### config.mk
export PLATFORM = sky130hd
export DESIGN_NAME = ellipse_rasterizer
export DESIGN_NICKNAME = d
export VERILOG_FILES = /design/src/hdl/elr_pkg.sv /design/src/hdl/elr_ctrl.sv /design/src/hdl/elr_dp.sv /design/src/hdl/ellipse_rasterizer.sv
export SDC_FILE = /design/constraint.sdc
export NUM_CORES = 2
export LEC_CHECK = 0
export ABC_AREA = 0
export BUFFER_PORTS_ARGS = -buffer_cell sky130_fd_sc_hd__buf_2
export CORE_AREA = 2 2 266 321
export DETAILED_ROUTE_END_ITERATION = 8
export DIE_AREA = 0 0 268 323
export GPL_TIMING_DRIVEN = 0
export PLACE_DENSITY = 0.65
export SYNTH_ARGS = -nofsm -noshare
export SYNTH_HDL_FRONTEND = slang
export SYNTH_HIERARCHICAL = 1
export SYNTH_SLANG_ARGS = --single-unit
export TNS_END_PERCENT = 30
### constraint.sdc
create_clock -name clk -period 13.8 [get_ports clk]
set_clock_uncertainty 0.2 [all_clocks]
set_input_delay 0.69 -clock clk [delete_from_list [all_inputs] [get_ports clk]]
set_output_delay 0.69 -clock clk [all_outputs]
set_load 0.01 [all_outputs]
### src/hdl/elr_pkg.sv
// ----------------------------------------------------------------------------
// elr_pkg
// Shared widths, codes, payload types and the controller/datapath command
// and status structs of the midpoint ellipse rasterizer.
// ----------------------------------------------------------------------------
package elr_pkg;

  localparam int AXIS_BITS = 9;
  localparam int CRD_W     = AXIS_BITS + 1;      // cur_x / cur_y
  localparam int SQ_W      = 2 * AXIS_BITS;      // a^2, b^2
  localparam int RUN_W     = 3 * AXIS_BITS + 1;  // running b^2*x, a^2*y
  localparam int MA_W      = 2 * AXIS_BITS;      // multiplier operand A
  localparam int MB_W      = 2 * AXIS_BITS + 4;  // multiplier operand B
  localparam int DEC_W     = MA_W + MB_W;        // decision and product
  localparam int PIX_W     = 12;
  localparam int CEN_W     = 10;
  localparam int CFG_IDX_W = 2;

  localparam logic [CEN_W-1:0]     CENTER_RESET = CEN_W'(100);
  localparam logic [CFG_IDX_W-1:0] REG_CENTER_X = CFG_IDX_W'(0);
  localparam logic [CFG_IDX_W-1:0] REG_CENTER_Y = CFG_IDX_W'(1);

  localparam logic CMD_START = 1'b0;
  localparam logic CMD_STEP  = 1'b1;

  localparam logic [1:0] PIX_LAST = 2'd3;

  typedef struct packed {
    logic                 cmd;
    logic [AXIS_BITS-1:0] semi_a;
    logic [AXIS_BITS-1:0] semi_b;
  } elr_in_t;

  typedef struct packed {
    logic signed [PIX_W-1:0] pixel_x;
    logic signed [PIX_W-1:0] pixel_y;
    logic                    last_of_step;
    logic                    finished;
  } elr_out_t;

  typedef enum logic [4:0] {
    OP_NONE,
    OP_LOAD,   // latch b, x=0, y=b, clear b^2*x, multiply a*a
    OP_ASQ,    // store a^2, multiply b*b
    OP_BSQ,    // store b^2, multiply a^2*b
    OP_AY,     // store a^2*y
    OP_SDEC,   // initial region-one decision
    OP_TX,     // multiply (2x+1)^2
    OP_BTX,    // multiply b^2*(2x+1)^2
    OP_TY,     // decision = b^2 term, multiply (y-1)^2
    OP_ATY,    // multiply a^2*(y-1)^2
    OP_ABB,    // add 4a^2(y-1)^2, multiply a^2*b^2
    OP_FIX,    // subtract 4a^2b^2, enter region two
    OP_R1M,    // region-one coordinate move
    OP_R1D,    // region-one decision update
    OP_R2M,    // region-two coordinate move
    OP_R2D,    // region-two decision update
    OP_EMIT    // load one pixel into the output register
  } elr_op_t;

  typedef struct packed {
    elr_op_t    op;
    logic [1:0] pix_idx;
  } elr_cmd_t;

  typedef struct packed {
    logic active;
    logic in_r2;
    logic r1_go;
    logic slot_free;
  } elr_stat_t;

endpackage

### src/hdl/elr_ctrl.sv
// ----------------------------------------------------------------------------
// elr_ctrl
// Sequencer: accepts items, walks the datapath through the start, region
// change and step sequences, then hands four pixels to the output register.
// ----------------------------------------------------------------------------
module elr_ctrl import elr_pkg::*; (
  input  logic      clk,
  input  logic      rst_n,
  input  logic      in_valid,
  input  logic      in_cmd,
  output logic      in_stall,
  input  elr_stat_t stat,
  output elr_cmd_t  cmd
);

  typedef enum logic [15:0] {
    ST_IDLE = 16'h0001,
    ST_ASQ  = 16'h0002,
    ST_BSQ  = 16'h0004,
    ST_AY   = 16'h0008,
    ST_SDEC = 16'h0010,
    ST_TX   = 16'h0020,
    ST_BTX  = 16'h0040,
    ST_TY   = 16'h0080,
    ST_ATY  = 16'h0100,
    ST_ABB  = 16'h0200,
    ST_FIX  = 16'h0400,
    ST_R1M  = 16'h0800,
    ST_R1D  = 16'h1000,
    ST_R2M  = 16'h2000,
    ST_R2D  = 16'h4000,
    ST_EMIT = 16'h8000
  } elr_state_t;

  elr_state_t state_r, state_nxt;
  logic [1:0] pix_cnt_r, pix_cnt_nxt;
  logic       accept;

  assign in_stall = (state_r != ST_IDLE);
  assign accept   = in_valid && (state_r == ST_IDLE);

  always_comb begin
    state_nxt   = state_r;
    pix_cnt_nxt = pix_cnt_r;
    cmd.op      = OP_NONE;
    cmd.pix_idx = pix_cnt_r;
    unique case (state_r)
      ST_IDLE: begin
        if (accept) begin
          if (in_cmd == CMD_START) begin
            cmd.op    = OP_LOAD;
            state_nxt = ST_ASQ;
          end else if (stat.active) begin
            if (stat.r1_go) begin
              state_nxt = ST_R1M;
            end else if (stat.in_r2) begin
              state_nxt = ST_R2M;
            end else begin
              state_nxt = ST_TX;
            end
          end
        end
      end
      ST_ASQ: begin
        cmd.op    = OP_ASQ;
        state_nxt = ST_BSQ;
      end
      ST_BSQ: begin
        cmd.op    = OP_BSQ;
        state_nxt = ST_AY;
      end
      ST_AY: begin
        cmd.op    = OP_AY;
        state_nxt = ST_SDEC;
      end
      ST_SDEC: begin
        cmd.op    = OP_SDEC;
        state_nxt = ST_EMIT;
      end
      ST_TX: begin
        cmd.op    = OP_TX;
        state_nxt = ST_BTX;
      end
      ST_BTX: begin
        cmd.op    = OP_BTX;
        state_nxt = ST_TY;
      end
      ST_TY: begin
        cmd.op    = OP_TY;
        state_nxt = ST_ATY;
      end
      ST_ATY: begin
        cmd.op    = OP_ATY;
        state_nxt = ST_ABB;
      end
      ST_ABB: begin
        cmd.op    = OP_ABB;
        state_nxt = ST_FIX;
      end
      ST_FIX: begin
        cmd.op    = OP_FIX;
        state_nxt = ST_R2M;
      end
      ST_R1M: begin
        cmd.op    = OP_R1M;
        state_nxt = ST_R1D;
      end
      ST_R1D: begin
        cmd.op    = OP_R1D;
        state_nxt = ST_EMIT;
      end
      ST_R2M: begin
        cmd.op    = OP_R2M;
        state_nxt = ST_R2D;
      end
      ST_R2D: begin
        cmd.op    = OP_R2D;
        state_nxt = ST_EMIT;
      end
      ST_EMIT: begin
        if (stat.slot_free) begin
          cmd.op      = OP_EMIT;
          pix_cnt_nxt = pix_cnt_r + 2'd1;
          if (pix_cnt_r == PIX_LAST) begin
            state_nxt = ST_IDLE;
          end
        end
      end
      default: begin
        state_nxt   = ST_IDLE;
        pix_cnt_nxt = 2'd0;
      end
    endcase
  end

  always_ff @(posedge clk) begin
    if (!rst_n) begin
      state_r   <= ST_IDLE;
      pix_cnt_r <= 2'd0;
    end else begin
      state_r   <= state_nxt;
      pix_cnt_r <= pix_cnt_nxt;
    end
  end

endmodule

### src/hdl/elr_dp.sv
// ----------------------------------------------------------------------------
// elr_dp
// Datapath: center registers, point and decision registers, running
// products b^2*x and a^2*y, one shared registered multiplier and the
// output register.
// ----------------------------------------------------------------------------
module elr_dp import elr_pkg::*; (
  input  logic                 clk,
  input  logic                 rst_n,
  input  elr_in_t              in_data,
  input  logic                 cfg_we,
  input  logic [CFG_IDX_W-1:0] cfg_index,
  input  logic [CEN_W-1:0]     cfg_data,
  input  elr_cmd_t             cmd,
  output elr_stat_t            stat,
  input  logic                 out_stall,
  output logic                 out_valid,
  output elr_out_t             out_data
);

  logic [CEN_W-1:0]     cx_r, cy_r;
  logic [AXIS_BITS-1:0] b_r;
  logic [CRD_W-1:0]     x_r, y_r;
  logic [SQ_W-1:0]      asq_r, bsq_r;
  logic [RUN_W-1:0]     bx_r, ay_r;
  logic [DEC_W-1:0]     prod_r;
  logic signed [DEC_W-1:0] d_r, d_nxt;
  logic                 br_r;
  logic                 r2_r, act_r, fin_r;
  logic                 out_vld_r;
  elr_out_t             out_r, pix;

  logic [MA_W-1:0]      mul_a;
  logic [MB_W-1:0]      mul_b;
  logic [CRD_W:0]       tx;
  logic [CRD_W-1:0]     ty;
  logic signed [DEC_W-1:0] bx_s, ay_s, asq_s, bsq_s, prod_s;
  logic [PIX_W-1:0]     cxe, cye, xe, ye;

  assign tx = {x_r, 1'b1};
  assign ty = y_r - CRD_W'(1);

  assign bx_s   = signed'(DEC_W'(bx_r));
  assign ay_s   = signed'(DEC_W'(ay_r));
  assign asq_s  = signed'(DEC_W'(asq_r));
  assign bsq_s  = signed'(DEC_W'(bsq_r));
  assign prod_s = signed'(prod_r);

  assign stat.active    = act_r;
  assign stat.in_r2     = r2_r;
  assign stat.r1_go     = act_r && !r2_r && (bx_r <= ay_r);
  assign stat.slot_free = !out_vld_r || !out_stall;

  // shared multiplier operand select
  always_comb begin
    mul_a = '0;
    mul_b = '0;
    unique case (cmd.op)
      OP_LOAD: begin
        mul_a = MA_W'(in_data.semi_a);
        mul_b = MB_W'(in_data.semi_a);
      end
      OP_ASQ: begin
        mul_a = MA_W'(b_r);
        mul_b = MB_W'(b_r);
      end
      OP_BSQ: begin
        mul_a = MA_W'(asq_r);
        mul_b = MB_W'(b_r);
      end
      OP_TX: begin
        mul_a = MA_W'(tx);
        mul_b = MB_W'(tx);
      end
      OP_BTX: begin
        mul_a = MA_W'(bsq_r);
        mul_b = prod_r[MB_W-1:0];
      end
      OP_TY: begin
        mul_a = MA_W'(ty);
        mul_b = MB_W'(ty);
      end
      OP_ATY: begin
        mul_a = MA_W'(asq_r);
        mul_b = prod_r[MB_W-1:0];
      end
      OP_ABB: begin
        mul_a = MA_W'(asq_r);
        mul_b = MB_W'(bsq_r);
      end
      default: ;
    endcase
  end

  // decision variable, kept scaled by 4; updates use the moved x and y
  always_comb begin
    d_nxt = d_r;
    unique case (cmd.op)
      OP_SDEC: d_nxt = (bsq_s <<< 2) - (ay_s <<< 2) + asq_s;
      OP_TY:   d_nxt = prod_s;
      OP_ABB:  d_nxt = d_r + (prod_s <<< 2);
      OP_FIX:  d_nxt = d_r - (prod_s <<< 2);
      OP_R1D: begin
        if (br_r) begin
          d_nxt = d_r + (bx_s <<< 3) + (bsq_s <<< 2);
        end else begin
          d_nxt = d_r + (bx_s <<< 3) - (ay_s <<< 3) + (bsq_s <<< 2);
        end
      end
      OP_R2D: begin
        if (br_r) begin
          d_nxt = d_r + (asq_s <<< 2) - (ay_s <<< 3);
        end else begin
          d_nxt = d_r + (bx_s <<< 3) - (ay_s <<< 3) + (asq_s <<< 2);
        end
      end
      default: ;
    endcase
  end

  // mirrored pixel: index bit 1 negates x, bit 0 negates y
  assign cxe = PIX_W'(cx_r);
  assign cye = PIX_W'(cy_r);
  assign xe  = PIX_W'(x_r);
  assign ye  = PIX_W'(y_r);

  always_comb begin
    pix.pixel_x      = signed'(cmd.pix_idx[1] ? (cxe - xe) : (cxe + xe));
    pix.pixel_y      = signed'(cmd.pix_idx[0] ? (cye - ye) : (cye + ye));
    pix.last_of_step = (cmd.pix_idx == PIX_LAST);
    pix.finished     = fin_r;
  end

  // payload registers
  always_ff @(posedge clk) begin
    prod_r <= mul_a * mul_b;
    d_r    <= d_nxt;
    unique case (cmd.op)
      OP_LOAD: begin
        b_r  <= in_data.semi_b;
        x_r  <= '0;
        y_r  <= CRD_W'(in_data.semi_b);
        bx_r <= '0;
      end
      OP_ASQ: asq_r <= prod_r[SQ_W-1:0];
      OP_BSQ: bsq_r <= prod_r[SQ_W-1:0];
      OP_AY:  ay_r  <= prod_r[RUN_W-1:0];
      OP_R1M: begin
        br_r <= d_r < 0;
        x_r  <= x_r + CRD_W'(1);
        bx_r <= bx_r + RUN_W'(bsq_r);
        if (d_r >= 0) begin
          y_r  <= y_r - CRD_W'(1);
          ay_r <= ay_r - RUN_W'(asq_r);
        end
      end
      OP_R2M: begin
        br_r <= d_r > 0;
        y_r  <= y_r - CRD_W'(1);
        ay_r <= ay_r - RUN_W'(asq_r);
        if (d_r <= 0) begin
          x_r  <= x_r + CRD_W'(1);
          bx_r <= bx_r + RUN_W'(bsq_r);
        end
      end
      OP_SDEC, OP_R1D, OP_R2D: fin_r <= (y_r == '0);
      OP_EMIT: out_r <= pix;
      default: ;
    endcase
  end

  // control and configuration registers
  always_ff @(posedge clk) begin
    if (!rst_n) begin
      cx_r      <= CENTER_RESET;
      cy_r      <= CENTER_RESET;
      r2_r      <= 1'b0;
      act_r     <= 1'b0;
      out_vld_r <= 1'b0;
    end else begin
      if (cfg_we && (cfg_index == REG_CENTER_X)) begin
        cx_r <= cfg_data;
      end
      if (cfg_we && (cfg_index == REG_CENTER_Y)) begin
        cy_r <= cfg_data;
      end
      if (cmd.op == OP_LOAD) begin
        r2_r <= 1'b0;
      end else if (cmd.op == OP_FIX) begin
        r2_r <= 1'b1;
      end
      if (cmd.op == OP_SDEC || cmd.op == OP_R1D || cmd.op == OP_R2D) begin
        act_r <= (y_r != '0);
      end
      if (cmd.op == OP_EMIT) begin
        out_vld_r <= 1'b1;
      end else if (!out_stall) begin
        out_vld_r <= 1'b0;
      end
    end
  end

  assign out_valid = out_vld_r;
  assign out_data  = out_r;

endmodule

### src/hdl/ellipse_rasterizer.sv
// ----------------------------------------------------------------------------
// ellipse_rasterizer
// Midpoint rasterizer for an axis-aligned ellipse about a programmable
// center, emitting four mirrored pixels per accepted item.
// ----------------------------------------------------------------------------
// Input channel (in_valid / in_stall / in_data): cmd START loads semi_a and
//   semi_b and emits the first four pixels; cmd STEP advances one point. A
//   step while no ellipse is in progress is taken and produces nothing.
// Output channel (out_valid / out_stall / out_data): four pixels per item in
//   the order (+x,+y) (+x,-y) (-x,+y) (-x,-y); last_of_step marks the fourth,
//   finished marks every pixel of the item that brought y to zero.
// Config channel (cfg_valid / cfg_ready / cfg_index / cfg_data): center_x at
//   index 0, center_y at index 1; always ready, write only while idle.
// Throughput: one item at a time through a shared registered multiplier.
//   A step runs accept, the move and decision-update states, then an emit
//   state per pixel; the step that crosses into region two first runs the
//   setup multiplies; a start runs load, a^2, b^2, a^2*y and the initial
//   decision before its pixels.
// A stalled output holds its pixel and pauses the sequencer; the next
//   item is accepted while the last pixel still waits.
// Reset: centers return to 100, no ellipse is active, output empties.
// ----------------------------------------------------------------------------
module ellipse_rasterizer import elr_pkg::*; (
  input  logic                 clk,
  input  logic                 rst_n,
  input  logic                 in_valid,
  output logic                 in_stall,
  input  elr_in_t              in_data,
  output logic                 out_valid,
  input  logic                 out_stall,
  output elr_out_t             out_data,
  input  logic                 cfg_valid,
  output logic                 cfg_ready,
  input  logic [CFG_IDX_W-1:0] cfg_index,
  input  logic [CEN_W-1:0]     cfg_data
);

  elr_cmd_t  cmd;
  elr_stat_t stat;

  assign cfg_ready = 1'b1;

  elr_ctrl u_ctrl (
    .clk      (clk),
    .rst_n    (rst_n),
    .in_valid (in_valid),
    .in_cmd   (in_data.cmd),
    .in_stall (in_stall),
    .stat     (stat),
    .cmd      (cmd)
  );

  elr_dp u_dp (
    .clk       (clk),
    .rst_n     (rst_n),
    .in_data   (in_data),
    .cfg_we    (cfg_valid && cfg_ready),
    .cfg_index (cfg_index),
    .cfg_data  (cfg_data),
    .cmd       (cmd),
    .stat      (stat),
    .out_stall (out_stall),
    .out_valid (out_valid),
    .out_data  (out_data)
  );

`ifndef SYNTH
  // a start always makes the block busy
  a_start_busy: assert property (@(posedge clk) disable iff (!rst_n)
    (in_valid && !in_stall && in_data.cmd == CMD_START) |=> in_stall)
    else $error("start transaction did not occupy the sequencer");

  // a pixel is never loaded over one that is still waiting
  a_no_overwrite: assert property (@(posedge clk) disable iff (!rst_n)
    (cmd.op == OP_EMIT) |-> (!out_valid || !out_stall))
    else $error("output register overwritten");

  // the four pixels of an item leave back to back
  a_pix_burst: assert property (@(posedge clk) disable iff (!rst_n)
    (out_valid && !out_stall && !out_data.last_of_step) |=> out_valid)
    else $error("gap inside a pixel group");
`endif

endmodule
==> key figures <==
Logic synthesis
  – Post-synth EDFFs: 189
  – Main synth FF type: edfxtp_1
  – Post-Syn Nets: 5792
  – FFs w/ async S/R, synth: 0
  – Synth top area share: 0.169
  – Netlist cell types: 107
  – Gate Count Post-Synth: 4960
  – Leading area contributor after synthesis: fa_1
  – Top cells by area, synth: fa_1 17%, edfxtp_1 14%, ha_1 13%, inv_1 5.7%, xnor2_1 5.0%
  – Mapped Avg Cell Area: 8.37 sq um
  – Synthesized area: 41500 sq um
  – Seq/Total Area, Yosys: 0.176
  – Synth Register Bits: 270
  – YS warnings: 6

GRT
  – GR Util met2: 0.533
  – Most used routing layer: met2
  – GRT overflow: 0
  – M3 GR Usage: 0.0300
  – Largest net degree at the start of global routing: 29
  – GRT Overall Usage: 0.325
  – Vias in the first global route: 37000
  – Routing usage on met1: 0.422
  – Initial antenna violation count: 3
  – First-pass GRT wire length: 214000 um

Hold path
  – Hold_sp: in_data[1]
  – Hold path depth: 1
  – Class of the worst hold path: input pin to flip-flop

Flow run
  – Max Cap Viol: 0

Worst setup path
  – Worst Setup Start Kind: flip-flop
  – Worst path slowest cell: nor3b_1
  – Critical Path RT: 14160 ps
  – RR Startpoint: u_ctrl/state_r[14]$_SDFFE_PN0P_
  – Slowest stage delay, CP: 650 ps
  – Reg2Reg Depth: 37
  – Crit path launch: u_ctrl/state_r[14]$_SDFFE_PN0P_
  – Worst Path Arrival: 13120 ps
  – Worst Path Max Fanout: 10
  – R2R Setup Slk: 1050 ps
  – Critical path's most frequent cell: fa_1
  – Critical path class: flip-flop to flip-flop
  – Crit end category: flip-flop

Floorplanning
  – I/O pin cnt: 65
  – Core area: 83900 sq um
  – Starting density of the core: 0.495
  – Die height: 323 um
  – Chip Width: 268 um
  – Die footprint: 86600 sq um
  – Row cnt: 117

Pwr
  – Power Density: 94.3 nW/um^2
  – Peak VDD IR: 112 uV
  – LEAKAGE: 19.7 nW

Clocking
  – CTS Sinks: 270
  – CTS tree: built
  – Cts repair resizes: 0
  – H-tree depth: 1
  – Clk buf depth: 3
  – Worst-skew pair later-pin latency: 650 ps
  – Root buffer cell: clkbuf_16
  – CTS Buf Count: 31
  – Postcts setup bufs: 0
  – Hold-fix buffers, CTS: 0
  – Clock transition at path regs: 60 ps

Cells and area
  – Area growth syn-to-layout: 7.23%
  – Multi-input logic area: 31200 sq um
  – Sequential cell area: 7300 sq um
  – Fill cells: 8011
  – Final Util: 0.530
  – Final net count: 5899
  – Layout cells sized above 1: 0.0446
  – Cell Count, Final, Fillers Out: 6224

Route
  – Wirelength per Cell: 22.6 um
  – DRT Pass-1 Iters: 8
  – First-iteration detailed-routing DRC count: 3427
  – Vias: 37300
  – ANT nets after route: 0
  – Drt total wl: 140000 um
  – Via/cell ratio: 5.99
  – Drt drc: 0

STA
  – Final hold viol count: 0
  – Period utilization: 0.924
  – Hold WS: 48.4 ps
  – Peak Freq: 78.4 MHz
  – Setup violators final: 0
  – Max_slew headroom: 0.0558
  – Fin. max-slew vios: 0
  – RSZ-0062 raised after global routing: false
  – Worst-margin pin slew: 1420 ps
  – Final WS setup: 1050 ps
  – Crit path time final: 12750 ps
  – Setup TNS: 0 ps

Placement
  – Port bufs: 63
  – DP HPWL: 118000 um
  – Dpl cells: 6164
  – Routability congestion estimate: 1.01
  – Pre-CTS WS: 1060 ps

Outcome
  – Status: completed
## cells by family (layout without fill, tap and decap cells)
| family | Yosys count | after routing | share of synthesized area |
|---|---|---|---|
| and+or+nand+nor | 1549 | 1549 | 0.174 |
| xor gates and xnor gates | 382 | 382 | 0.0810 |
| buffers and inverters | 801 | 933 | 0.0734 |
| AOI/OAI and AO/OA | 1121 | 1121 | 0.182 |
| muxes | 40 | 40 | 0.00995 |
| other | 1 | 3 | 0.0000904 |
| DFF | 270 | 270 | 0.176 |
| adders and majority gates | 796 | 796 | 0.303 |
## metal layers
metal	wire length, um	vias up
met3	10000	371
met2	63800	1490
met4	8950	0
met1	57700	18200
li1	-	17300
met5	0	-
## per-stage QoR
step | instance area (sq um) | power [W]
6_report | 44500 | 0.00420
3_3_place_gp | 43200 | 0.00321
2_1_floorplan | 41500 | 0.00271
3_5_place_dp | 43400 | 0.00324
5_1_grt | 44500 | 0.00446
4_1_cts | 44500 | 0.00415
## critical path, delay by kind of cell, from the launching register on
family / cells / cell delay, ps
adder cells (fa/ha/maj): 7 / 3220
flip-flops: 1 / 290
XOR/XNOR: 1 / 140
AND/OR/NAND/NOR: 10 / 3140
AO/OA/AOI/OAI: 9 / 2650
buffers and inverters: 10 / 3000
## power by group
group	leakage, nW	switching (W)	internal [W]
combinational	16.8	0.00140	0.000917
sequential	2.38	0.0000596	0.000913
clock	0.531	0.000388	0.000519
total	19.7	0.00185	0.00235
## placed cells by master, fill, tap and decap left out, types with 30 or more instances in the layout
cell type  Yosys  layout
xor2_1       144     144
mux2i_1       30      30
clkbuf_16      0      32
dfxtp_1       81      81
nand2b_1      57      57
o31ai_1       33      33
nand4_1       44      44
o21ai_0      204     204
xnor2_1      236     236
fa_1         350     350
o211ai_1      41      41
nand2_1      500     500
a21o_1       107     107
inv_1        634     634
and3_1        43      43
nand3_1       87      87
a21oi_1      287     286
a211oi_1      46      41
nor2b_1       54      54
nor2_1       491     489
o21bai_1      48      48
nor4_1        31      30
clkbuf_1     132     139
nor3_1        77      76
edfxtp_1     189     189
ha_1         446     446
o21a_1        36      36
buf_2         10      73
and2_1        44      44
## Yosys cell counts, types with 10 or more instances
library cell / n
o22ai_1: 11
o21bai_1: 48
ha_1: 446
o31ai_1: 33
buf_1: 19
a22oi_1: 27
a21oi_1: 287
xor2_1: 144
mux2_2: 10
clkbuf_1: 132
and2_1: 44
nor2_1: 491
o21a_1: 36
o21ai_0: 204
a21o_1: 107
a21boi_0: 27
nand2_1: 500
buf_2: 10
nor4_1: 31
nand3_1: 87
nor2b_1: 54
fa_1: 350
nand4_1: 44
nand2b_1: 57
o2111ai_1: 15
a211oi_1: 46
o21ai_1: 16
a22o_1: 27
dfxtp_1: 81
nor3_1: 77
a31oi_1: 24
or2_2: 20
a222oi_1: 21
o211ai_1: 41
mux2i_1: 30
edfxtp_1: 189
a221oi_1: 27
or3_1: 24
inv_1: 634
o31a_1: 10
xnor2_1: 236
a211o_1: 23
nor3b_1: 11
and3_1: 43
## state kept, by name, summed over array words and instances (netlist names), 10 cells and up
register        count
u_ctrl/state_r     16
u_dp/asq_r         18
u_dp/ay_r          28
u_dp/bsq_r         18
u_dp/bx_r          28
u_dp/cx_r          10
u_dp/cy_r          10
u_dp/d_r           40
u_dp/out_data      26
u_dp/prod_r        40
u_dp/x_r           10
u_dp/y_r           10
## final cells by class
type / instances / area share
timing repair buffer: 74 / 0.00967
antenna: 2 / 0.000112
clock inverter: 12 / 0.00352
multi-input combinational: 3889 / 0.702
tap: 1130 / 0.0318
inverter: 635 / 0.0536
clock buffer: 46 / 0.0208
sequential: 270 / 0.164
buffer: 166 / 0.0149
## path summary, 6_finish.rpt
kind | to
min reg2reg | u_dp/out_data[0]$_DFFE_PP_
max reg2reg | u_dp/prod_r[38]$_DFF_P_
max | u_dp/prod_r[38]$_DFF_P_
min | u_dp/b_r[1]$_DFFE_PN_
Note: power is estimated with default switching activity, not from simulation.
